==> src/hdl/bdcc_pkg.sv <==
// ----------------------------------------------------------------------------
// bdcc_pkg
// Shared types and constants of the button debounce and click coder.
// ----------------------------------------------------------------------------
package bdcc_pkg;

    localparam int CfgIndexWidth = 3;
    localparam int CfgDataWidth  = 16;

    localparam logic [CfgIndexWidth-1:0] CFG_BYTE_MODE        = 3'd0;
    localparam logic [CfgIndexWidth-1:0] CFG_INVERT_INPUT     = 3'd1;
    localparam logic [CfgIndexWidth-1:0] CFG_WATCHED_BIT      = 3'd2;
    localparam logic [CfgIndexWidth-1:0] CFG_SAMPLE_PERIOD_US = 3'd3;
    localparam logic [CfgIndexWidth-1:0] CFG_LONG_CLICK_MS    = 3'd4;
    localparam logic [CfgIndexWidth-1:0] CFG_MULTI_CLICK_MS   = 3'd5;

    localparam logic [15:0] RESET_SAMPLE_PERIOD_US = 16'd5000;
    localparam logic [15:0] RESET_LONG_CLICK_MS    = 16'd1000;
    localparam logic [15:0] RESET_MULTI_CLICK_MS   = 16'd400;

    // Reciprocal of 1000 scaled by 2^26, exact for any 16-bit dividend.
    localparam logic [16:0] RECIP_MS       = 17'd67109;
    localparam int          RECIP_SHIFT    = 26;
    localparam logic [9:0]  US_PER_MS      = 10'd1000;

    // 2^32 microseconds expressed as whole milliseconds and leftover microseconds.
    localparam logic [22:0] TIMER_WRAP_MS  = 23'd4294967;
    localparam logic [9:0]  TIMER_WRAP_US  = 10'd296;
    localparam logic [9:0]  WRAP_BORROW_US = 10'd704;

    localparam logic [7:0]  MULTI_MARKER   = 8'hF0;
    localparam logic [3:0]  NIBBLE_FULL    = 4'hF;
    localparam logic [7:0]  LONG_STEP      = 8'h10;
    localparam logic [2:0]  LONG_FULL      = 3'b111;
    localparam logic [7:0]  MULTI_LIMIT    = 8'hEF;

    typedef enum logic [2:0] {
        CLS_WAIT    = 3'd0,
        CLS_PRESS   = 3'd1,
        CLS_RELEASE = 3'd2,
        CLS_MULTI   = 3'd3,
        CLS_SHORT   = 3'd4,
        CLS_LONG    = 3'd5,
        CLS_DONE    = 3'd6
    } cls_state_t;

    typedef struct packed {
        logic        byte_mode;
        logic        invert_input;
        logic [2:0]  watched_bit;
        logic [6:0]  period_ms;
        logic [9:0]  period_rem_us;
        logic [15:0] long_click_ms;
        logic [15:0] multi_click_ms;
    } cfg_t;

    typedef struct packed {
        logic [7:0] debounced;
        logic       watched_level;
        logic       press_edge;
        logic       release_edge;
    } fe_item_t;

    typedef struct packed {
        logic [7:0]  click_code;
        logic        code_valid;
        logic [22:0] elapsed_ms;
        logic        release_seen;
        logic        press_seen;
        logic [7:0]  debounced_bits;
    } result_t;

endpackage

==> src/hdl/button_debounce_click_coder_core.sv <==
// ----------------------------------------------------------------------------
// button_debounce_click_coder_core
// Button sample debouncer with press/release events and a click coder.
//
//   channel   dir   fields (lowest bit first)
//   cfg       in    cfg_we, cfg_index, cfg_wdata
//   s_*       in    tdata: raw_sample
//   m_*       out   tdata: debounced_bits, press_seen, release_seen,
//                          elapsed_ms, code_valid, click_code
//
// A request is taken every cycle while the queue has room; results are registered.
// The queue between the sampling front and the coder holds QUEUE_DEPTH requests.
// A stalled output fills the queue, then s_tready drops until results are taken.
// Asynchronous reset clears the control state and loads the register defaults.
// ----------------------------------------------------------------------------
module button_debounce_click_coder_core
    import bdcc_pkg::*;
#(
    parameter int QUEUE_DEPTH = 2
)
(
    input  logic                     clk,
    input  logic                     rst_n,
    input  logic                     cfg_we,
    input  logic [CfgIndexWidth-1:0] cfg_index,
    input  logic [CfgDataWidth-1:0]  cfg_wdata,
    input  logic                     s_tvalid,
    output logic                     s_tready,
    // raw_sample[7:0]
    input  logic [7:0]               s_tdata,
    output logic                     m_tvalid,
    input  logic                     m_tready,
    // debounced_bits[7:0], press_seen[8], release_seen[9], elapsed_ms[32:10],
    // code_valid[33], click_code[41:34], zero[47:42]
    output logic [47:0]              m_tdata
);

    cfg_t        cfg_reg, cfg_next;
    logic [32:0] recip_prod;
    logic [6:0]  wr_ms;
    logic [16:0] wr_rem;

    logic        q_push;
    logic        q_full;
    logic        q_pop;
    logic        q_valid;
    fe_item_t    fe_item;
    fe_item_t    be_item;
    result_t     result;

    always_comb
    begin
        cfg_next   = cfg_reg;
        recip_prod = {16'd0, cfg_wdata} * {16'd0, RECIP_MS};
        wr_ms      = recip_prod[RECIP_SHIFT +: 7];
        wr_rem     = {1'b0, cfg_wdata} - 17'({10'd0, wr_ms} * 17'(US_PER_MS));
        if (cfg_we)
        begin
            unique case (cfg_index)
                CFG_BYTE_MODE:        cfg_next.byte_mode      = cfg_wdata[0];
                CFG_INVERT_INPUT:     cfg_next.invert_input   = cfg_wdata[0];
                CFG_WATCHED_BIT:      cfg_next.watched_bit    = cfg_wdata[2:0];
                CFG_SAMPLE_PERIOD_US:
                begin
                    cfg_next.period_ms     = wr_ms;
                    cfg_next.period_rem_us = wr_rem[9:0];
                end
                CFG_LONG_CLICK_MS:    cfg_next.long_click_ms  = cfg_wdata;
                CFG_MULTI_CLICK_MS:   cfg_next.multi_click_ms = cfg_wdata;
                default:              cfg_next = cfg_reg;
            endcase
        end
    end

    always_ff @(posedge clk or negedge rst_n)
    begin
        if (!rst_n)
        begin
            cfg_reg.byte_mode      <= 1'b0;
            cfg_reg.invert_input   <= 1'b0;
            cfg_reg.watched_bit    <= '0;
            cfg_reg.period_ms      <= 7'(RESET_SAMPLE_PERIOD_US / US_PER_MS);
            cfg_reg.period_rem_us  <= 10'(RESET_SAMPLE_PERIOD_US % US_PER_MS);
            cfg_reg.long_click_ms  <= RESET_LONG_CLICK_MS;
            cfg_reg.multi_click_ms <= RESET_MULTI_CLICK_MS;
        end
        else
        begin
            cfg_reg <= cfg_next;
        end
    end

    bdcc_front u_front (
        .clk      (clk),
        .rst_n    (rst_n),
        .cfg      (cfg_reg),
        .s_tvalid (s_tvalid),
        .s_tready (s_tready),
        .s_tdata  (s_tdata),
        .q_full   (q_full),
        .q_push   (q_push),
        .q_item   (fe_item)
    );

    bdcc_queue #(
        .DEPTH (QUEUE_DEPTH)
    ) u_queue (
        .clk       (clk),
        .rst_n     (rst_n),
        .push      (q_push),
        .push_item (fe_item),
        .full      (q_full),
        .pop       (q_pop),
        .not_empty (q_valid),
        .pop_item  (be_item)
    );

    bdcc_back u_back (
        .clk      (clk),
        .rst_n    (rst_n),
        .cfg      (cfg_reg),
        .q_valid  (q_valid),
        .q_item   (be_item),
        .q_pop    (q_pop),
        .m_tvalid (m_tvalid),
        .m_tready (m_tready),
        .m_result (result)
    );

    assign m_tdata = {6'd0, result};

    a_code_nonzero: assert property (@(posedge clk) disable iff (!rst_n)
        (m_tvalid && result.code_valid) |-> (result.click_code != '0))
        else $error("click code flagged valid but zero");

    a_edges_exclusive: assert property (@(posedge clk) disable iff (!rst_n)
        m_tvalid |-> !(result.press_seen && result.release_seen))
        else $error("press and release in the same result");

    a_elapsed_range: assert property (@(posedge clk) disable iff (!rst_n)
        m_tvalid |-> (result.elapsed_ms <= TIMER_WRAP_MS))
        else $error("elapsed milliseconds out of range");

    a_full_has_data: assert property (@(posedge clk) disable iff (!rst_n)
        !s_tready |-> q_valid)
        else $error("input stalled while the queue is empty");

endmodule

==> src/hdl/bdcc_front.sv <==
// ----------------------------------------------------------------------------
// bdcc_front
// Accepts raw samples, runs the three-sample consensus and finds edges.
// ----------------------------------------------------------------------------
module bdcc_front
    import bdcc_pkg::*;
(
    input  logic       clk,
    input  logic       rst_n,
    input  cfg_t       cfg,
    input  logic       s_tvalid,
    output logic       s_tready,
    input  logic [7:0] s_tdata,
    input  logic       q_full,
    output logic       q_push,
    output fe_item_t   q_item
);

    logic [7:0] prev_reg, prev_next;
    logic [7:0] older_reg, older_next;
    logic [7:0] level_reg, level_next;
    logic [7:0] cur;
    logic [7:0] window;
    logic [7:0] all_high;
    logic [7:0] all_low;
    logic       old_w;
    logic       new_w;

    assign s_tready = !q_full;
    assign q_push   = s_tvalid && !q_full;

    always_comb
    begin
        cur = cfg.byte_mode ? s_tdata : (s_tdata & 8'h03);
        if (cfg.invert_input)
        begin
            cur = ~cur;
        end
        window   = cfg.byte_mode ? (8'hFF << cfg.watched_bit) : (8'h03 << cfg.watched_bit);
        all_high = cur & prev_reg & older_reg & window;
        all_low  = ~cur & ~prev_reg & ~older_reg & window;
        level_next = (level_reg | all_high) & ~all_low;
        old_w = level_reg[cfg.watched_bit];
        new_w = level_next[cfg.watched_bit];
        prev_next  = cur;
        older_next = prev_reg;
        q_item.debounced     = level_next;
        q_item.watched_level = new_w;
        q_item.press_edge    = old_w && !new_w;
        q_item.release_edge  = !old_w && new_w;
    end

    always_ff @(posedge clk or negedge rst_n)
    begin
        if (!rst_n)
        begin
            prev_reg  <= '0;
            older_reg <= '0;
            level_reg <= '0;
        end
        else if (q_push)
        begin
            prev_reg  <= prev_next;
            older_reg <= older_next;
            level_reg <= level_next;
        end
    end

endmodule

==> src/hdl/bdcc_queue.sv <==
// ----------------------------------------------------------------------------
// bdcc_queue
// Short first-in first-out queue between the sampling front and the coder.
// ----------------------------------------------------------------------------
module bdcc_queue
    import bdcc_pkg::*;
#(
    parameter int DEPTH = 2
)
(
    input  logic     clk,
    input  logic     rst_n,
    input  logic     push,
    input  fe_item_t push_item,
    output logic     full,
    input  logic     pop,
    output logic     not_empty,
    output fe_item_t pop_item
);

    localparam int PtrWidth = (DEPTH > 1) ? $clog2(DEPTH) : 1;
    localparam int CntWidth = $clog2(DEPTH + 1);
    localparam logic [PtrWidth-1:0] LastPtr  = PtrWidth'(DEPTH - 1);
    localparam logic [CntWidth-1:0] FullCnt  = CntWidth'(DEPTH);

    fe_item_t            slot_reg [DEPTH];
    logic [PtrWidth-1:0] wr_ptr_reg, wr_ptr_next;
    logic [PtrWidth-1:0] rd_ptr_reg, rd_ptr_next;
    logic [CntWidth-1:0] count_reg, count_next;

    assign full      = (count_reg == FullCnt);
    assign not_empty = (count_reg != '0);
    assign pop_item  = slot_reg[rd_ptr_reg];

    always_comb
    begin
        wr_ptr_next = wr_ptr_reg;
        rd_ptr_next = rd_ptr_reg;
        count_next  = count_reg;
        if (push)
        begin
            wr_ptr_next = (wr_ptr_reg == LastPtr) ? '0 : wr_ptr_reg + 1'b1;
        end
        if (pop)
        begin
            rd_ptr_next = (rd_ptr_reg == LastPtr) ? '0 : rd_ptr_reg + 1'b1;
        end
        if (push && !pop)
        begin
            count_next = count_reg + 1'b1;
        end
        else if (pop && !push)
        begin
            count_next = count_reg - 1'b1;
        end
    end

    always_ff @(posedge clk or negedge rst_n)
    begin
        if (!rst_n)
        begin
            wr_ptr_reg <= '0;
            rd_ptr_reg <= '0;
            count_reg  <= '0;
        end
        else
        begin
            wr_ptr_reg <= wr_ptr_next;
            rd_ptr_reg <= rd_ptr_next;
            count_reg  <= count_next;
        end
    end

    always_ff @(posedge clk)
    begin
        if (push)
        begin
            slot_reg[wr_ptr_reg] <= push_item;
        end
    end

endmodule

==> src/hdl/bdcc_back.sv <==
// ----------------------------------------------------------------------------
// bdcc_back
// Millisecond timer, click classifier and the registered result stage.
// ----------------------------------------------------------------------------
module bdcc_back
    import bdcc_pkg::*;
(
    input  logic     clk,
    input  logic     rst_n,
    input  cfg_t     cfg,
    input  logic     q_valid,
    input  fe_item_t q_item,
    output logic     q_pop,
    output logic     m_tvalid,
    input  logic     m_tready,
    output result_t  m_result
);

    cls_state_t  st_reg, st_next;
    logic        press_pend_reg, press_pend_next;
    logic        rel_pend_reg, rel_pend_next;
    logic [22:0] tms_reg, tms_next;
    logic [9:0]  trem_reg, trem_next;
    logic [22:0] held_reg, held_next;
    logic [7:0]  accum_reg, accum_next;
    logic        m_valid_reg, m_valid_next;
    result_t     res_reg, res_next;

    logic        pp_now;
    logic        rp_now;
    logic [10:0] rem_sum;
    logic        rem_carry;
    logic [9:0]  rem_c;
    logic [22:0] ms_sum;
    logic        wraps;
    logic [22:0] ms_add;
    logic [9:0]  rem_add;
    logic [16:0] done_limit;
    logic [7:0]  multi_accum;

    assign q_pop    = q_valid && (!m_valid_reg || m_tready);
    assign m_tvalid = m_valid_reg;
    assign m_result = res_reg;

    always_comb
    begin
        pp_now = press_pend_reg;
        rp_now = rel_pend_reg;
        if (q_item.press_edge)
        begin
            pp_now = 1'b1;
            rp_now = 1'b0;
        end
        else if (q_item.release_edge)
        begin
            pp_now = 1'b0;
            rp_now = 1'b1;
        end
    end

    always_comb
    begin
        rem_sum   = {1'b0, trem_reg} + {1'b0, cfg.period_rem_us};
        rem_carry = (rem_sum >= {1'b0, US_PER_MS});
        rem_c     = rem_carry ? 10'(rem_sum - {1'b0, US_PER_MS}) : rem_sum[9:0];
        ms_sum    = tms_reg + {16'd0, cfg.period_ms} + {22'd0, rem_carry};
        wraps     = (ms_sum > TIMER_WRAP_MS) ||
                    ((ms_sum == TIMER_WRAP_MS) && (rem_c >= TIMER_WRAP_US));
        ms_add    = ms_sum;
        rem_add   = rem_c;
        if (wraps)
        begin
            if (rem_c >= TIMER_WRAP_US)
            begin
                rem_add = rem_c - TIMER_WRAP_US;
                ms_add  = ms_sum - TIMER_WRAP_MS;
            end
            else
            begin
                rem_add = rem_c + WRAP_BORROW_US;
                ms_add  = ms_sum - TIMER_WRAP_MS - 23'd1;
            end
        end
        done_limit = {1'b0, cfg.long_click_ms} + {1'b0, cfg.multi_click_ms};
    end

    always_comb
    begin
        st_next = st_reg;
        unique case (st_reg)
            CLS_WAIT:
            begin
                if ((accum_reg != '0) && q_item.watched_level &&
                    (ms_add > {6'd0, done_limit}))
                begin
                    st_next = CLS_DONE;
                end
                if (pp_now)
                begin
                    st_next = CLS_PRESS;
                end
                if (rp_now)
                begin
                    st_next = CLS_RELEASE;
                end
            end
            CLS_RELEASE:
            begin
                if ((held_reg < {7'd0, cfg.multi_click_ms}) &&
                    ((accum_reg == '0) || (accum_reg > MULTI_LIMIT)))
                begin
                    st_next = CLS_MULTI;
                end
                else if (held_reg < {7'd0, cfg.long_click_ms})
                begin
                    st_next = CLS_SHORT;
                end
                else
                begin
                    st_next = CLS_LONG;
                end
            end
            CLS_PRESS, CLS_MULTI, CLS_SHORT, CLS_LONG, CLS_DONE:
            begin
                st_next = CLS_WAIT;
            end
            default:
            begin
                st_next = CLS_WAIT;
            end
        endcase
    end

    always_comb
    begin
        press_pend_next = pp_now;
        rel_pend_next   = rp_now;
        tms_next        = ms_add;
        trem_next       = rem_add;
        held_next       = held_reg;
        accum_next      = accum_reg;
        multi_accum     = accum_reg | MULTI_MARKER;
        res_next.debounced_bits = q_item.debounced;
        res_next.press_seen     = q_item.press_edge;
        res_next.release_seen   = q_item.release_edge;
        res_next.code_valid     = 1'b0;
        res_next.click_code     = '0;
        unique case (st_reg)
            CLS_WAIT:
            begin
                held_next = ms_add;
                if (pp_now || rp_now)
                begin
                    tms_next        = '0;
                    trem_next       = '0;
                    press_pend_next = 1'b0;
                    rel_pend_next   = 1'b0;
                end
            end
            CLS_MULTI:
            begin
                accum_next = multi_accum;
                if (multi_accum[3:0] != NIBBLE_FULL)
                begin
                    accum_next = multi_accum + 8'd1;
                end
            end
            CLS_SHORT:
            begin
                if (accum_reg[3:0] != NIBBLE_FULL)
                begin
                    accum_next = accum_reg + 8'd1;
                end
            end
            CLS_LONG:
            begin
                if (accum_reg[7:5] != LONG_FULL)
                begin
                    accum_next = accum_reg + LONG_STEP;
                end
            end
            CLS_DONE:
            begin
                accum_next          = '0;
                res_next.code_valid = (accum_reg != '0);
                res_next.click_code = accum_reg;
            end
            CLS_PRESS, CLS_RELEASE:
            begin
                accum_next = accum_reg;
            end
            default:
            begin
                accum_next = accum_reg;
            end
        endcase
        res_next.elapsed_ms = tms_next;
    end

    always_comb
    begin
        m_valid_next = m_valid_reg;
        if (q_pop)
        begin
            m_valid_next = 1'b1;
        end
        else if (m_tready)
        begin
            m_valid_next = 1'b0;
        end
    end

    always_ff @(posedge clk or negedge rst_n)
    begin
        if (!rst_n)
        begin
            st_reg         <= CLS_WAIT;
            press_pend_reg <= 1'b0;
            rel_pend_reg   <= 1'b0;
            tms_reg        <= '0;
            trem_reg       <= '0;
            held_reg       <= '0;
            accum_reg      <= '0;
            m_valid_reg    <= 1'b0;
        end
        else
        begin
            m_valid_reg <= m_valid_next;
            if (q_pop)
            begin
                st_reg         <= st_next;
                press_pend_reg <= press_pend_next;
                rel_pend_reg   <= rel_pend_next;
                tms_reg        <= tms_next;
                trem_reg       <= trem_next;
                held_reg       <= held_next;
                accum_reg      <= accum_next;
            end
        end
    end

    always_ff @(posedge clk)
    begin
        if (q_pop)
        begin
            res_reg <= res_next;
        end
    end

endmodule

==> config.mk <==
export PLATFORM = sky130hd
export DESIGN_NAME = button_debounce_click_coder_core
export DESIGN_NICKNAME = d
export VERILOG_FILES = /design/src/hdl/bdcc_pkg.sv /design/src/hdl/button_debounce_click_coder_core.sv /design/src/hdl/bdcc_front.sv /design/src/hdl/bdcc_queue.sv /design/src/hdl/bdcc_back.sv
export SDC_FILE = /design/constraint.sdc
export NUM_CORES = 1
export LEC_CHECK = 0
export BUFFER_PORTS_ARGS = -buffer_cell sky130_fd_sc_hd__buf_2
export CORE_ASPECT_RATIO = 2
export CORE_MARGIN = 2
export CORE_UTILIZATION = 25
export DETAILED_ROUTE_END_ITERATION = 6
export PLACE_DENSITY = 0.48
export SLEW_MARGIN = 25
export SYNTH_ARGS = -nofsm -noshare
export SYNTH_HDL_FRONTEND = slang
export SYNTH_SLANG_ARGS = --single-unit
==> constraint.sdc <==
create_clock -name clk -period 12.4 [get_ports clk]
set_input_delay 3.72 -clock clk [delete_from_list [all_inputs] [get_ports clk]]
set_output_delay 3.72 -clock clk [all_outputs]
set_load 0.02 [all_outputs]
Word-level counts from Yosys, hierarchy flattened
Memory sizes are Yosys's and may differ from the RTL's.
Cells that the tools add are included.
{"block": "word_totals", "ff_bits": 194, "latch_bits": 0, "ramBits": 22, "rom_bits": 0, "inputBits": 32, "output_inout_bits": 50, "wordCells": 169, "mem_count": 1}
{"name": "u_queue.slot_reg", "words": 2, "word_bits": 11, "read_ports": 1, "rd_clocked_by_memory_dff": 0, "wr": 1, "line": "bdcc_queue.sv:26", "text": "fe_item_t slot_reg [DEPTH];"}
{"block": "classes", "addsub": 17, "multipliers": 2, "div": 0, "n_lt_le_gt_ge": 8, "eq_ne": 18, "shift": 2, "muxes": 42, "bitwise_logic": 13, "n_reduce_logical": 38}
{"op": "23-bit two-way mux", "n": 4}
{"op": "8-bit AND", "n": 7}
{"op": "10-bit two-way mux", "n": 5}
{"op": "8-bit two-way mux", "n": 6}
{"op": "23-bit by 16-bit < comparator with 1-bit output", "n": 2}
{"op": "8-bit inverter", "n": 5}
{"op": "16-bit by 17-bit multiplier with 33-bit output (second input constant)", "n": 1}
{"op": "8-bit case mux with 4 select lines", "n": 1}
{"op": "23-bit by 1-bit adder with 23-bit output", "n": 1}
{"op": "23-bit by 7-bit adder with 23-bit output", "n": 1}
{"op": "23-bit == test (second input constant)", "n": 1}
{"op": "23-bit by 17-bit greater-than comparator with 1-bit output", "n": 1}
{"op": "23-bit greater-than comparator (second input constant)", "n": 1}
{"op": "23-bit by 1-bit subtractor with 23-bit output (second input constant)", "n": 1}
{"op": "23-bit subtractor (second input constant)", "n": 1}
{"op": "16-bit by 16-bit adder with 17-bit output", "n": 1}
{"op": "1-bit two-way mux", "n": 17}
{"op": "2-bit AND reduction", "n": 8}
{"op": "3-bit == test (second input constant)", "n": 5}
{"op": "3-bit by 2-bit == test with 1-bit output (second input constant)", "n": 4}
{"op": "3-bit two-way mux", "n": 4}
{"op": "10-bit by 10-bit adder with 11-bit output", "n": 1}
{"op": "11-bit by 10-bit >= comparator with 1-bit output (second input constant)", "n": 1}
{"op": "10-bit adder (second input constant)", "n": 1}
{"op": "35 further kinds", "n": 60}

Depth between registers and ports, before layout
{"block": "logic_depth", "depth_word": 13, "ltp_mapped": 43, "ltp_nobuf": 42}

Hierarchy
From an unflattened synthesis, not the netlist that was laid out.
{"block": "hier_totals", "cells_unflattened": 1862, "hier_area_um2": 18089.8}
{"mod": "bdcc_back", "n_inst": 1, "cells_per_inst": 1111, "area_each_um2": 9675.5, "seq_area_each_um2": 3012.9}
{"mod": "button_debounce_click_coder_core", "n_inst": 1, "cells_per_inst": 522, "area_each_um2": 5635.4, "seq_area_each_um2": 1365.1}
{"mod": "bdcc_front", "n_inst": 1, "cells_per_inst": 179, "area_each_um2": 1760.4, "seq_area_each_um2": 600.6}
{"mod": "bdcc_queue", "n_inst": 1, "cells_per_inst": 50, "area_each_um2": 1018.5, "seq_area_each_um2": 760.7}

Worst setup path after synthesis
Ideal clock, no wire load.
{"block": "synth_timing", "kind": "input to register", "start": "input port cfg_wdata[13]", "end": "register cfg_reg[41] (netlist bit)", "setup_ns": 0.083, "t_arrival_ns": 10.108, "required_ns": 12.317, "path_slack_ns": 2.209, "cell_stages": 28, "path_buffers": 0, "path_cell_list": "ha_1 fa_1 inv_1 fa_1 fa_1 inv_1 fa_1 ha_1 ha_1 a21o_1 a21o_1 a21oi_1 o211ai_1 a21oi_1 o31ai_1 a21oi_1 xor2_1 inv_1 ha_1 ha_1 inv_1 fa_1 ha_1 a21o_1 a21oi_1 xnor2_1 xnor3_1 o21ai_0"}
{"block": "synth_between", "elab_chain_len": 3}
{"item": "start: declaration", "line": "button_debounce_click_coder_core.sv:26", "text": "input logic [CfgDataWidth-1:0] cfg_wdata,"}
{"item": "16-bit by 17-bit multiplier with 33-bit output", "line": "button_debounce_click_coder_core.sv:54", "text": "recip_prod = {16'd0, cfg_wdata} * {16'd0, RECIP_MS};"}
{"item": "named net recip_prod[30]", "line": "button_debounce_click_coder_core.sv:39", "text": "logic [32:0] recip_prod;"}
{"item": "7-bit by 3-bit multiplier with 7-bit output", "line": "button_debounce_click_coder_core.sv:56", "text": "wr_rem = {1'b0, cfg_wdata} - 17'({10'd0, wr_ms} * 17'(US_PER_MS));"}
{"item": "10-bit subtractor", "line": "button_debounce_click_coder_core.sv:56"}
{"item": "end signal: assignment", "line": "button_debounce_click_coder_core.sv:89", "text": "cfg_reg <= cfg_next;"}
{"item": "end: declaration", "line": "button_debounce_click_coder_core.sv:38", "text": "cfg_t cfg_reg, cfg_next;"}
The timed path passes the listed nets, and every way through them passes these cells.
A chain may end at the register's enable or synchronous reset.

Final worst setup path
{"block": "layout_timing", "start": "register cfg_reg[32] (netlist bit)", "end": "register u_back.st_reg[0]"}
{"block": "layout_between", "elab_chain_len": 11, "word_cells_on_any_way": 18, "cone_classes": "add/sub (5); order compare (4); eq/ne (2); mux (3); reduce/logical (4)"}
{"item": "10-bit by 10-bit adder with 11-bit output (*)", "line": "bdcc_back.sv:63", "text": "rem_sum = {1'b0, trem_reg} + {1'b0, cfg.period_rem_us};"}
{"item": "11-bit by 10-bit >= comparator with 1-bit output or 10-bit subtractor (tied branches)", "line": "bdcc_back.sv:64, bdcc_back.sv:65"}
{"item": "23-bit by 1-bit adder with 23-bit output or 10-bit two-way mux (tied branches)", "line": "bdcc_back.sv:66, bdcc_back.sv:65"}
{"item": "23-bit subtractor, or another cell as far along", "line": "bdcc_back.sv:76, bdcc_back.sv:81"}
{"item": "23-bit by 1-bit subtractor with 23-bit output or 1-bit logical AND (tied branches)", "line": "bdcc_back.sv:81, bdcc_back.sv:68"}
{"item": "23-bit two-way mux or 1-bit logical OR (tied branches)", "line": "bdcc_back.sv:73, bdcc_back.sv:67"}
{"item": "23-bit two-way mux (*)", "line": "bdcc_back.sv:71", "text": "if (wraps)"}
{"item": "named net u_back.ms_add[16]", "line": "bdcc_back.sv:36", "text": "logic [22:0] ms_add;"}
{"item": "23-bit by 17-bit greater-than comparator with 1-bit output (*)", "line": "bdcc_back.sv:94", "text": "(ms_add > {6'd0, done_limit}))"}
{"item": "1-bit logical AND (*)", "line": "bdcc_back.sv:93", "text": "if ((accum_reg != '0) && q_item.watched_level &&"}
{"item": "4-bit by 1-bit inequality test with 1-bit output (no line) (*)"}
{"item": "2-bit AND reduction (no line) (*)"}
{"item": "end signal: assignment", "line": "bdcc_back.sv:231", "text": "st_reg <= st_next;"}
{"item": "end: declaration", "line": "bdcc_back.sv:19", "text": "cls_state_t st_reg, st_next;"}
The timed path passes the listed nets; every way through them passes the cells marked *.

==> flow_metrics.env <==
export IMPL_seq_area_frac_synth=0.321
export IMPL_multiInputGateArea_sq_um=11200
export IMPL_ant_nets=0
export IMPL_synth_distinct_cells=108
export IMPL_slew_violations=0
export IMPL_violations="DRC"
export IMPL_start_util=0.252
export IMPL_num_vias=13800
export IMPL_status="finished with violations"
export IMPL_tightest_slew_ns=0.934
export IMPL_post_route_period_util=0.886
export IMPL_drtIter0Drc=613
export IMPL_ir_worst_vdd_mv=0.113
export IMPL_critPathBufInv=5
export IMPL_preCtsSetupSlack_ns=1.35
export IMPL_layout_common_cells="238 x ha_1, 176 x inv_1, 172 x nand2_1"
export IMPL_critPathTopFamily="compound AO/OA/AOI/OAI gates"
export IMPL_place_hpwl_um=41200
export IMPL_regArea_sq_um=5740
export IMPL_die_w_um=193
export IMPL_worstPathArrival_ns=11.43
export IMPL_cts_buffers_inserted=22
export IMPL_post_drt_wl_per_cell_um=18.4
export IMPL_setup_violations=0
export IMPL_cts_buffer_depth=3
export IMPL_cts_setup_buffers=0
export IMPL_cts_sinks=216
export IMPL_htreeDepth=1
export IMPL_critPathMostFrequentCell="inv_1"
export IMPL_fin_worst_skew_ns=0.0150
export IMPL_yosys_area_top_type="dfrtp_1"
export IMPL_placed_cell_area_sq_um=19300
export IMPL_core_area_sq_um=70800
export IMPL_cts_resized=0
export IMPL_p_leak_uw=0.00912
export IMPL_totalNegativeSetupSlack_ns=0
export IMPL_grt_overflow=0
export IMPL_final_nets=2213
export IMPL_largest_reg_flops=54
export IMPL_drc=3
export IMPL_rows=138
export IMPL_slew_headroom=0.375
export IMPL_die_y_um=382
export IMPL_synth_edff_count=64
export IMPL_grt_max_degree=78
export IMPL_ios=82
export IMPL_area_growth_pct=12.3
export IMPL_cts_tree="done"
export IMPL_cp_start_kind="register"
export IMPL_path_class="register to register"
export IMPL_setup_slack_ns=1.42
export IMPL_finish_instance_area_sq_um=20100
export IMPL_synth_avg_cell_area_sq_um=9.69
export IMPL_total_power_uw=4640
export IMPL_gp_congestion=0.864
export IMPL_layout_commonest_cell="ha_1"
export IMPL_cp_required_ns=12.84
export IMPL_grt_pass1_wl_um=81500
export IMPL_port_buffers=75
export IMPL_yosys_warnings=0
export IMPL_netlist_area_sq_um=17900
export IMPL_slowest_delay_ns=0.60
export IMPL_grt_pass1_vias=14400
export IMPL_async_reset_ff_frac=0.704
export IMPL_antenna_found_initial=0
export IMPL_synthCells=1844
export IMPL_rsz0062_at_grt="false"
export IMPL_hold_viol=0
export IMPL_grt_usage=0.142
export IMPL_min_period_ns=10.98
export IMPL_clkTransAtPathRegs_ns=0.08
export IMPL_antennaDiodeCount=0
export IMPL_ys_ff_latch=216
export IMPL_yosys_top_cells_area="dfrtp_1 20%, ha_1 17%, edfxtp_1 11%"
export IMPL_postCtsHoldBufs=0
export IMPL_end_kind="register"
export IMPL_holdCritPathClass="register to register"
export IMPL_path_max_fanout=19
export IMPL_firstDrtPassIters=7
export IMPL_power_density_nw_per_um2=231
export IMPL_drive_gt1_frac=0.136
export IMPL_wirelength_um=52000
export IMPL_die_area_sq_um=73800
export IMPL_clockRootBuffer="clkbuf_16"
export IMPL_critical_path_slowest_cell="or4_1"
export IMPL_hold_slack_ns=0.484
export IMPL_synth_top_area_frac=0.197
export IMPL_synthFlopType="dfrtp_1"
export IMPL_insertion_delay_ns=0.55
export IMPL_n_fill_cell=7519
export IMPL_vias_per_cell=4.89
export IMPL_max_freq_ghz=0.0911
export IMPL_cap_violations=0
-- power breakdown --
group          internal (uW)  switching (uW)
registers               1000             190
clock network            424             339
logic                   1050            1640
total                   2470            2160
-- layout make-up --
class                      instances  area share
timing repair buffer              92      0.0257
clock buffer                      22      0.0274
clock inverter                    18      0.0129
inverter                         177      0.0331
sequential                       216       0.286
tap                              910      0.0567
multi-input combinational       1389       0.558
-- metrics by stage --
step / instances / util
detailed placement: 2784 / 0.272
CTS: 2824 / 0.283
global placement: 2783 / 0.272
finish: 2824 / 0.284
global route: 2824 / 0.284
floorplan: 1849 / -
-- per-layer routing --
layer / vias to the layer above / wire, um / global-route usage
met5: - / 0 / 0
met4: 0 / 2070 / 0.0563
met2: 243 / 29100 / 0.280
met1: 6755 / 19500 / 0.151
met3: 99 / 1300 / 0.0103
li1: 6708 / - / -
-- cell usage after synthesis, types with 5 or more instances --
cell type    n
a211o_1     11
a211oi_1    11
a21o_1      34
a21oi_1     85
a22o_1       9
a22oi_1      5
a31oi_1     17
and2_1      17
and3_1      11
and4_1       6
buf_2        8
buf_4        7
clkbuf_1    46
dfrtp_1    141
dfstp_2     11
edfxtp_1    64
fa_1        45
ha_1       238
inv_1      176
mux2_2      58
nand2_1    172
nand2b_1    17
nand3_1     30
nand4_1     19
nor2_1      96
nor2b_1     22
nor3_1      35
nor4_1      13
nor4b_1      5
o2111ai_1    6
o211ai_1    12
o21a_1      14
o21ai_0    112
o21ai_1      5
o21bai_1    13
o31ai_1     37
or2_2        6
or3_1       10
or4_1        6
xnor2_1     68
xor2_1      29
-- path summary, 6_finish.rpt --
path / from / end / slack (ns) / cells past startpoint
min: cfg_reg[42] / cfg_reg[42] / 0.48 / 2
min reg2reg: cfg_reg[42] / cfg_reg[42] / 0.48 / 2
min in group asynchronous: rst_n / u_back.accum_reg[2] / 3.04 / 1
max in group asynchronous: rst_n / u_back.trem_reg[9] / 7.63 / 3
max reg2reg: cfg_reg[32] / u_back.st_reg[0] / 1.42 / 37
max: cfg_reg[32] / u_back.st_reg[0] / 1.42 / 37
-- cell families (layout without fill, tap and decap cells) --
logic type	count (synthesis)	in the layout	synth area share
DFF	216	216	0.321
adders and majority gates	284	284	0.218
muxes	65	65	0.0422
and+or+nand+nor	497	497	0.141
other	1	6	0.000210
buffers and inverters	244	309	0.0544
AOI/OAI and AO/OA	436	436	0.172
xor gates and xnor gates	101	101	0.0522
-- tightest hold or removal path: stages (launching register included) --
cell	delay (ns)
dfstp_2	0.37
nand2_1	0.04
o21ai_0	0.07
(Power assumes the default switching activity.)
